<file path="src/hdl/tlv_header_walker_assert.svh">
// assertion macros shared by the walker rtl
`ifndef TLV_HEADER_WALKER_ASSERT_SVH
`define TLV_HEADER_WALKER_ASSERT_SVH

// same-cycle implication, sampled on clk, off while rst_n is low
`define TLV_ASSERT_IMP(lbl, ante, cons) \
  lbl: assert property (@(posedge clk) disable iff (!rst_n) (ante) |-> (cons)) \
    else $error("tlv header walker: implication check failed");

// next-cycle implication, sampled on clk, off while rst_n is low
`define TLV_ASSERT_NXT(lbl, ante, cons) \
  lbl: assert property (@(posedge clk) disable iff (!rst_n) (ante) |=> (cons)) \
    else $error("tlv header walker: next-cycle check failed");

`endif

</file>
<file path="src/hdl/tlvhw_pkg.sv">
// types and constants of the tlv header walker
package tlvhw_pkg;

  localparam int unsigned FIELD_BYTES = 4;
  localparam int unsigned COUNT_W = 30;
  localparam int unsigned QUEUE_DEPTH = 3;

  typedef logic [1:0] tlvhw_kind_t;
  localparam tlvhw_kind_t K_RECORD = 2'd0;
  localparam tlvhw_kind_t K_OK = 2'd1;
  localparam tlvhw_kind_t K_SHORT = 2'd2;
  localparam tlvhw_kind_t K_MISALIGN = 2'd3;

  typedef enum logic [2:0] {
    PH_ID  = 3'b001,
    PH_LEN = 3'b010,
    PH_VAL = 3'b100
  } tlvhw_phase_t;

  typedef struct packed {
    logic [7:0] data_byte;
    logic       byte_valid;
    logic       last_byte;
  } tlvhw_in_t;

  typedef struct packed {
    tlvhw_kind_t        kind;
    logic [31:0]        record_id;
    logic [31:0]        value_length;
    logic [31:0]        value_offset;
    logic [COUNT_W-1:0] record_count;
    logic               last_of_run;
  } tlvhw_out_t;

  // results produced by one accepted transaction
  typedef struct packed {
    logic [1:0] num;
    tlvhw_out_t res0;
    tlvhw_out_t res1;
  } tlvhw_push_t;

endpackage

</file>
<file path="src/hdl/tlvhw_walker.sv">
// record walker: field assembly, record detection and region status
module tlvhw_walker import tlvhw_pkg::*; (
  input  logic        clk,
  input  logic        rst_n,
  input  logic        accept,
  input  tlvhw_in_t   in_item,
  output tlvhw_push_t push
);

  `include "tlv_header_walker_assert.svh"

  tlvhw_phase_t       phase_r, phase_nxt;
  logic [1:0]         fbc_r, fbc_nxt;
  logic [31:0]        id_r, id_nxt;
  logic [31:0]        len_r, len_nxt;
  logic [31:0]        remain_r, remain_nxt;
  logic [31:0]        offset_r, offset_nxt;
  logic [COUNT_W-1:0] seen_r, seen_nxt;

  logic [31:0] byte_sh;
  logic [31:0] len_new;
  logic [31:0] remain_dec;
  logic        rec_hit;
  logic [31:0] rec_len;
  tlvhw_out_t  rec_res;
  tlvhw_out_t  stat_res;

  assign byte_sh    = {24'd0, in_item.data_byte} << {fbc_r, 3'b000};
  assign len_new    = len_r | byte_sh;
  assign remain_dec = remain_r - 32'd1;

  always_comb begin
    phase_nxt  = phase_r;
    fbc_nxt    = fbc_r;
    id_nxt     = id_r;
    len_nxt    = len_r;
    remain_nxt = remain_r;
    offset_nxt = offset_r;
    seen_nxt   = seen_r;
    rec_hit    = 1'b0;
    rec_len    = len_r;
    stat_res   = '0;
    push       = '0;

    if (accept && in_item.byte_valid) begin
      offset_nxt = offset_r + 32'd1;
      unique case (phase_r)
        PH_LEN: begin
          len_nxt = len_new;
          if (fbc_r == 2'(FIELD_BYTES - 1)) begin
            fbc_nxt = 2'd0;
            if (len_new == 32'd0) begin
              rec_hit   = 1'b1;
              rec_len   = 32'd0;
              phase_nxt = PH_ID;
            end else begin
              remain_nxt = len_new;
              phase_nxt  = PH_VAL;
            end
          end else begin
            fbc_nxt = fbc_r + 2'd1;
          end
        end
        PH_VAL: begin
          remain_nxt = remain_dec;
          if (remain_dec == 32'd0) begin
            rec_hit   = 1'b1;
            phase_nxt = PH_ID;
          end
        end
        default: begin
          // id field; a fresh field starts from zero
          id_nxt = ((fbc_r == 2'd0) ? 32'd0 : id_r) | byte_sh;
          if (fbc_r == 2'(FIELD_BYTES - 1)) begin
            fbc_nxt   = 2'd0;
            len_nxt   = 32'd0;
            phase_nxt = PH_LEN;
          end else begin
            fbc_nxt   = fbc_r + 2'd1;
            phase_nxt = PH_ID;
          end
        end
      endcase
      if (rec_hit) begin
        seen_nxt = seen_r + COUNT_W'(1);
      end
    end

    rec_res.kind         = K_RECORD;
    rec_res.record_id    = id_r;
    rec_res.value_length = rec_len;
    rec_res.value_offset = offset_r + 32'd1 - rec_len;
    rec_res.record_count = seen_r;
    rec_res.last_of_run  = !in_item.last_byte;

    if (accept && in_item.last_byte) begin
      stat_res.last_of_run = 1'b1;
      if (phase_nxt == PH_VAL) begin
        stat_res.kind = K_MISALIGN;
      end else if (phase_nxt == PH_LEN || fbc_nxt != 2'd0) begin
        stat_res.kind = K_SHORT;
      end else begin
        stat_res.kind         = K_OK;
        stat_res.record_count = seen_nxt;
      end
      phase_nxt  = PH_ID;
      fbc_nxt    = 2'd0;
      id_nxt     = 32'd0;
      len_nxt    = 32'd0;
      remain_nxt = 32'd0;
      offset_nxt = 32'd0;
      seen_nxt   = '0;
    end

    if (rec_hit) begin
      push.res0 = rec_res;
      push.res1 = stat_res;
      push.num  = (accept && in_item.last_byte) ? 2'd2 : 2'd1;
    end else if (accept && in_item.last_byte) begin
      push.res0 = stat_res;
      push.num  = 2'd1;
    end
  end

  always_ff @(posedge clk) begin
    if (!rst_n) begin
      phase_r  <= PH_ID;
      fbc_r    <= 2'd0;
      id_r     <= 32'd0;
      len_r    <= 32'd0;
      remain_r <= 32'd0;
      offset_r <= 32'd0;
      seen_r   <= '0;
    end else begin
      phase_r  <= phase_nxt;
      fbc_r    <= fbc_nxt;
      id_r     <= id_nxt;
      len_r    <= len_nxt;
      remain_r <= remain_nxt;
      offset_r <= offset_nxt;
      seen_r   <= seen_nxt;
    end
  end

  `TLV_ASSERT_NXT(a_reset_after_last, accept && in_item.last_byte,
                  phase_r == PH_ID && fbc_r == 2'd0 && offset_r == 32'd0 && seen_r == '0)
  `TLV_ASSERT_IMP(a_two_needs_last, push.num == 2'd2,
                  accept && in_item.byte_valid && in_item.last_byte)

endmodule

</file>
<file path="src/hdl/tlvhw_result_queue.sv">
// small result queue that parts the walker from the output channel
module tlvhw_result_queue import tlvhw_pkg::*; (
  input  logic        clk,
  input  logic        rst_n,
  input  tlvhw_push_t push,
  output logic        in_ready,
  output logic        out_valid,
  input  logic        out_ready,
  output tlvhw_out_t  out_data
);

  `include "tlv_header_walker_assert.svh"

  tlvhw_out_t q_r   [QUEUE_DEPTH];
  tlvhw_out_t q_nxt [QUEUE_DEPTH];
  logic [1:0] count_r, count_nxt;
  logic       pop;
  logic [1:0] base;

  assign out_valid = (count_r != 2'd0);
  assign out_data  = q_r[0];
  assign pop       = out_valid && out_ready;
  assign base      = count_r - {1'b0, pop};
  // room for two results after this cycle's pop
  assign in_ready  = (count_r <= 2'd1) || (count_r == 2'd2 && out_ready);
  assign count_nxt = base + push.num;

  always_comb begin
    for (int i = 0; i < QUEUE_DEPTH; i++) begin
      if (pop && i < QUEUE_DEPTH - 1) begin
        q_nxt[i] = q_r[i + 1];
      end else begin
        q_nxt[i] = q_r[i];
      end
      if (push.num != 2'd0 && 2'(i) == base) begin
        q_nxt[i] = push.res0;
      end
      if (push.num == 2'd2 && 2'(i) == base + 2'd1) begin
        q_nxt[i] = push.res1;
      end
    end
  end

  always_ff @(posedge clk) begin
    if (!rst_n) begin
      count_r <= 2'd0;
    end else begin
      count_r <= count_nxt;
    end
  end

  always_ff @(posedge clk) begin
    for (int i = 0; i < QUEUE_DEPTH; i++) begin
      q_r[i] <= q_nxt[i];
    end
  end

  `TLV_ASSERT_IMP(a_no_overflow, push.num != 2'd0,
                  ({1'b0, base} + {1'b0, push.num}) <= 3'(QUEUE_DEPTH))

endmodule

</file>
<file path="src/hdl/tlv_header_walker.sv">
// top level of the tlv header walker
// Takes one byte of a header region per cycle while in_ready is high and
// streams out one result per cycle while out_ready is high: a record result
// when a record's value completes (or on the last length byte for an empty
// value), and a status when last_byte arrives. Results pass through a
// three-entry queue, and in_ready drops only when that queue could not take
// two more results after this cycle's pop, so with out_ready high bytes flow
// at one per cycle, and a byte that yields both a record and the status puts
// two results in the queue. Record results precede the status and should be
// dropped by the consumer if the status is an error.
module tlv_header_walker import tlvhw_pkg::*; (
  input  logic       clk,
  input  logic       rst_n,
  input  logic       in_valid,
  output logic       in_ready,
  input  tlvhw_in_t  in_data,
  output logic       out_valid,
  input  logic       out_ready,
  output tlvhw_out_t out_data
);

  tlvhw_push_t push;
  logic        accept;

  assign accept = in_valid && in_ready;

  tlvhw_walker u_walker (
    .clk     (clk),
    .rst_n   (rst_n),
    .accept  (accept),
    .in_item (in_data),
    .push    (push)
  );

  tlvhw_result_queue u_queue (
    .clk       (clk),
    .rst_n     (rst_n),
    .push      (push),
    .in_ready  (in_ready),
    .out_valid (out_valid),
    .out_ready (out_ready),
    .out_data  (out_data)
  );

endmodule

</file>
<file path="config.mk">
export PLATFORM = sky130hd
export DESIGN_NAME = tlv_header_walker
export DESIGN_NICKNAME = d
export VERILOG_FILES = /design/src/hdl/tlvhw_pkg.sv /design/src/hdl/tlvhw_walker.sv /design/src/hdl/tlvhw_result_queue.sv /design/src/hdl/tlv_header_walker.sv
export VERILOG_INCLUDE_DIRS = /design/src /design/src/hdl
export SDC_FILE = /design/constraint.sdc
export NUM_CORES = 1
export LEC_CHECK = 0
export BUFFER_PORTS_ARGS = -buffer_cell sky130_fd_sc_hd__clkbuf_2
export CORE_MARGIN = 2
export CORE_UTILIZATION = 60
export CTS_CLUSTER_SIZE = 40
export DETAILED_ROUTE_END_ITERATION = 16
export PLACE_DENSITY_LB_ADDON = 0.3
export SKIP_CTS_REPAIR_TIMING = 1
export SYNTH_ARGS = -nofsm -noshare
export SYNTH_HDL_FRONTEND = slang
export SYNTH_HIERARCHICAL = 1
export SYNTH_SLANG_ARGS = --single-unit
</file>
<file path="constraint.sdc">
create_clock -name clk -period 31.3 [get_ports clk]
set_input_delay 7.825 -clock clk [delete_from_list [all_inputs] [get_ports clk]]
set_output_delay 7.825 -clock clk [all_outputs]
set_load 0.01 [all_outputs]
</file>
==> results of run 1 <==
-- worst min-delay path, stage by stage, from the launching register on --
cell and delay [ns]:
dfxtp_1 0.32, o21ai_0 0.07, a21oi_1 0.06
-- cell usage in the layout (no fill, tap or decap), drive strengths merged, types with 8 or more instances in the layout --
cell type	n
xor2	84
nor4	25
a22oi	42
inv	50
a211oi	10
buf	38
o31ai	134
a21oi	119
mux2	130
nand3	53
nand4	27
nand4b	129
o21ai	68
conb	96
a221o	132
clkbuf	226
or3	19
a32oi	11
and3	153
a31oi	135
nor2b	9
nor3	188
clkinv	22
a21o	12
nand2b	8
edfxtp	387
dfxtp	165
ha	39
nand2	123
and2	75
nor2	287
xnor2	63
-- cell type report --
type | instances | area share (%)
inverters | 49 | 0.536
multi-input cells | 2265 | 44.7
flip-flops and latches | 552 | 43.5
well taps | 696 | 2.54
clock inverters | 30 | 0.905
repair buffers | 182 | 2.97
clock buffers | 82 | 4.82
-- cell families after synthesis --
| kind of cell | count (synthesis) | synth area share (%) |
|---|---|---|
| other | 1 | 0.0114 |
| and+or+nand+nor | 1132 | 19.3 |
| muxes | 136 | 4.62 |
| adders and majority gates | 40 | 1.54 |
| buffers and inverters | 582 | 9.77 |
| xor gates and xnor gates | 148 | 3.99 |
| DFF | 552 | 45.2 |
| AOI/OAI and AO/OA | 713 | 15.6 |
-- where the power goes --
part	switching [uW]	internal (uW)	total (uW)
clock	300	417	717
combinational	501	177	678
sequential	47.1	968	1020
total	848	1560	2410
-- state kept, by name, indices dropped and copies added, names as in the netlist --
signal             cells
u_queue/count_r        2
u_queue/q_r          387
u_walker/fbc_r         2
u_walker/id_r         32
u_walker/len_r        32
u_walker/offset_r     32
u_walker/phase_r       3
u_walker/remain_r     32
u_walker/seen_r       30
-- metal layers --
metal / up-vias / GRT usage (%)
li1: 11800 / -
met1: 12900 / 43.7
met2: 1567 / 51.9
met3: 178 / 4.93
met4: 0 / 11.0
met5: - / 0
-- final timing paths --
check	start	to	slack, ns	cells past startpoint
setup / recovery	out_ready	in_ready	15.19	4
hold / removal	u_walker/offset_r[31]	u_walker/offset_r[31]	0.50	2
setup reg to reg	u_walker/remain_r[0]	u_queue/q_r[0][215]	24.35	17
hold reg to reg	u_walker/offset_r[31]	u_walker/offset_r[31]	0.50	2
-- metrics by stage --
step	area (um2)	hold WS [ns]	power [uW]	util [%]
global placement	32300	0.476	1670	59.7
CTS	34300	0.502	2400	63.4
floorplan	33400	0.462	1590	-
detailed placement	32300	0.491	1690	59.7
finish	34300	0.500	2410	63.4
global route	34300	0.535	2490	63.4
==> impl_metrics.csv, run 1 <==
group,metric,value,unit
run,cap_violations,0,
setup_path,cp_common_cell,"clkbuf_2",
die,rows,85,
die,core_area,0.0541,mm2
logic_synthesis,synth_area_leaders,"edfxtp_1 (35%), dfxtp_1 (10%), buf_4 (5.3%), mux2_2 (4.4%), a221o_1 (4.0%)",
routing,highest_layer,"met4",
finish,multi_input_area,0.0153,mm2
global_routing,grt_overflow,0,
logic_synthesis,yosysSeqAreaShare,45.2,%
sta,worst_slew_pin_slew,1.27,ns
routing,ant_nets,0,
logic_synthesis,yosys.area.top_type,"edfxtp_1",
die,fp.dieArea,0.0569,mm2
routing,met1_length,38.2,mm
logic_synthesis,synth_cells,3304,
finish,fill_cells,4235,
routing,via_per_inst,6.85,
clock_tree,cts.sinks,552,
die,die_height,239,um
setup_path,end_kind,"output pin",
pwr,p_per_area,70.3,mW/mm2
place,io_buffers,144,
setup_path,cp.arrival,8.28,ns
routing,vias,26400,
routing,dr_wl_met2,43.8,mm
die,die_w,239,um
sta,maxSlewViolCount,0,
global_routing,antenna_found_initial,0,
logic_synthesis,postSynth.asyncResetShare,0,%
finish,regArea,0.0149,mm2
global_routing,grt_util_all_layers,31.9,%
place,gp_congestion,0.899,
setup_path,critPathBufInv,3,
clock_tree,cts-root-buf,"clkbuf_16",
setup_path,worst_setup_path_start_kind,"primary input",
routing,wl_met3,8.85,mm
routing,drt-pass1-iter-count,6,
logic_synthesis,yosysMostFrequentCell,"edfxtp_1",
global_routing,grt_pass1_vias,25400,
place,dp_cells,3744,
logic_synthesis,synth_top_area_share,35.2,%
global_routing,grt_start_max_net_pins,256,
sta,finalSetupViolations,0,
sta,relSlewSlack,14.9,%
sta,timing.final.crit_share,51.5,%
logic_synthesis,ys.warnings.count,6,
setup_path,path_cells,"clkbuf_2, inv_1, o21ai_0, clkbuf_2",
setup_path,slowest_stage,"o21ai_0",
clock_tree,numCtsBuffers,59,
clock_tree,clkLatencyLatePin,0.63,ns
logic_synthesis,ys_ff_latch,552,
finish,drive_above_1_share,15.4,%
pwr,irDropWorstVdd,0.0000943,V
pwr,p_leak,0.0127,uW
logic_synthesis,syn-cell-area,0.0330,mm2
place,dp_hpwl,54.1,mm
clock_tree,cts_max_level,2,
clock_tree,cts.clk_slew.worst_paths,0.06,ns
place,dpl_worst_slack,15.18,ns
sta,setup_tns,0,ns
routing,drc,0,
clock_tree,cts_buffer_depth,3,
logic_synthesis,ys.flop_type,"edfxtp_1",
finish,num-nets-final,3163,
routing,wirelength,93.6,mm
outcome,status,"completed",
sta,grt_setup_unrepaired,"no",
setup_path,slowest_delay,0.17,ns
die,start_util,61.0,%
logic_synthesis,synth_common_cells,"edfxtp_1 (387), nor2_1 (286), buf_4 (233)",
finish,layoutNonFillerInstCount,3856,
routing,post_drt_wl_per_cell,24.3,um
sta,skew,0.0209,ns
sta,setup_slack,15.19,ns
worst_hold_path,hp-class,"reg -> reg",
logic_synthesis,syn_avg_cell_area,9.99,um2
logic_synthesis,synth_cell_types,92,
clock_tree,cts_tree,"yes",
sta,final-hold-violation-count,0,
setup_path,cpLargestDelayFamily,"buffers and inverters",
setup_path,critPathKind,"in -> out",
sta,fmax,62.1,MHz
sta,finalCriticalPeriod,16.11,ns
setup_path,crit_required,23.48,ns
logic_synthesis,synth_edf_count,387,
finish,diodes,0,
finish,syn_to_final_growth,3.92,%
die,ios,145,
setup_path,crit_fanout,2,
global_routing,grt_pass1_wl,144,mm
routing,drt_iter0_drc,3084,
(Power assumes the default switching activity.)
==> run 2, diff against run 1 <==
Settings changed: CORE_UTILIZATION 60 to 57.
Clock period 31.3 ns to 13.3 ns, I/O delays scaled along.
==> impl_metrics.csv, run 2 (same netlist as run 1, synthesis figures left out) <==
group,metric,value,unit
setup_path,critPathBufInv,4,
pwr,p_per_area,165,mW/mm2
finish,layout_commonest_cell,"edfxtp_1",
global_routing,antenna_found_initial,2,
pwr,power,5680,uW
routing,drt_iter0_drc,3242,
setup_path,cp.depth,13,
die,die_w,245,um
sta,final-hold-violation-count,0,
clock_tree,cts-root-buf,"clkbuf_16",
global_routing,grt_pass1_wl,141,mm
finish,drive_above_1_share,15.6,%
setup_path,critPathKind,"in -> reg",
setup_path,cp.arrival,8.90,ns
setup_path,worst_setup_path_start_kind,"primary input",
routing,drt-pass1-iter-count,5,
sta,skew,0.0263,ns
place,io_buffers,144,
clock_tree,cts.clk_slew.worst_paths,0.06,ns
pwr,irDropWorstVdd,0.000183,V
worst_hold_path,hp-class,"reg -> reg",
place,gp_congestion,0.921,
setup_path,crit_start,"in_data[6]",
routing,via_per_inst,6.69,
pwr,p_leak,0.0127,uW
die,fp.dieArea,0.0598,mm2
run,cap_violations,0,
clock_tree,cts.sinks,552,
die,core_area,0.0575,mm2
sta,finalSetupViolations,0,
setup_path,cpLargestDelayFamily,"buffers and inverters",
die,die_height,245,um
sta,grt_setup_unrepaired,"no",
die,ios,145,
die,start_util,57.4,%
setup_path,crit_required,13.78,ns
setup_path,slowest_stage,"nor2_4",
sta,finalCriticalPeriod,8.42,ns
setup_path,end_kind,"register",
die,rows,88,
finish,fill_cells,4743,
global_routing,grt_start_max_net_pins,130,
finish,syn_to_final_growth,4.49,%
global_routing,grt_util_all_layers,29.3,%
setup_path,r2r-end,"u_queue/q_r[0][74]",
finish,top_register,"u_queue/q_r",
place,dp_hpwl,54.2,mm
sta,fmax,119,MHz
setup_path,endpoint,"u_queue/q_r[0][74]",
outcome,status,"completed",
sta,timing.final.crit_share,63.3,%
setup_path,reg2regPathDepth,15,
finish,num-nets-final,3160,
setup_path,crit_fanout,82,
sta,setup_tns,0,ns
clock_tree,cts_tree,"yes",
sta,hold_ws,0.505,ns
clock_tree,clkLatencyLatePin,0.63,ns
setup_path,r2r_start,"u_walker/remain_r[1]",
clock_tree,cts_buffer_depth,3,
sta,maxSlewViolCount,0,
finish,final_util,60.0,%
sta,worst_slew_pin_slew,1.40,ns
global_routing,grt_pass1_vias,24900,
setup_path,r2r_slack,6.18,ns
routing,ant_nets,0,
routing,post_drt_wl_per_cell,23.0,um
sta,relSlewSlack,6.20,%
routing,drc,0,
setup_path,path_cells,"clkbuf_2, nor4_1, o2111ai_1, a211o_2, inv_1, nand3_1, o31a_2, inv_2, ha_1, o21ai_0, nor2_4, buf_4, a221o_1",
clock_tree,cts_max_level,2,
clock_tree,numCtsBuffers,59,
finish,largest_register_ffs,387,
setup_path,slowest_delay,1.14,ns
global_routing,grt_overflow,0,
routing,vias,26200,
finish,final_cell_mix,"edfxtp_1 (387), nor2_1 (284), nor3_1 (184)",
routing,wirelength,90.4,mm
## run 2: report_power, final
group	switching, uW	internal [uW]
registers	114	2280
logic	1140	417
clock network	718	1010
total	1970	3700
## run 2: worst min-delay path, delay by kind of cell, from the launching register on
| family | cells | cell delay, ns |
|---|---|---|
| flip-flops | 1 | 0.32 |
| AND/OR/NAND/NOR | 1 | 0.08 |
| AO/OA/AOI/OAI | 1 | 0.07 |
## run 2: worst min-delay path by stage
stage,cells past startpoint,from,endpoint,slack (ns)
detailed placement,2,u_walker/id_r[20],u_walker/id_r[20],0.49
global route,2,u_walker/seen_r[1],u_walker/seen_r[1],0.53
global placement,2,u_walker/seen_r[1],u_walker/seen_r[1],0.48
CTS,2,u_walker/offset_r[31],u_walker/offset_r[31],0.50
floorplan,2,u_walker/seen_r[1],u_walker/seen_r[1],0.46
finish,2,u_walker/id_r[16],u_walker/id_r[16],0.50
## run 2: area by class of cell
cell class,count,area (um2),area share (%)
flip-flops and latches,552,14900,43.3
repair buffers,179,1020,2.96
well taps,765,957,2.78
inverters,49,184,0.533
clock buffers,83,1770,5.14
multi-input cells,2265,15300,44.5
clock inverters,29,277,0.802
diodes,1,2.50,0.00726
## run 2: per-layer routing
layer	track usage, %	up-vias	wire (um)
met1	40.1	12800	37000
li1	-	11800	-
met4	10.1	0	2680
met3	4.84	197	8550
met2	47.2	1471	42200
met5	0	-	0
## run 2: stage by stage
step	cell area, um2	worst slack, ns	instances
floorplan	33400	1.53	3399
global placement	32400	4.52	3810
detailed placement	32400	4.44	3810
CTS	34500	5.07	3922
global route	34500	4.68	3922
finish	34500	4.88	3923
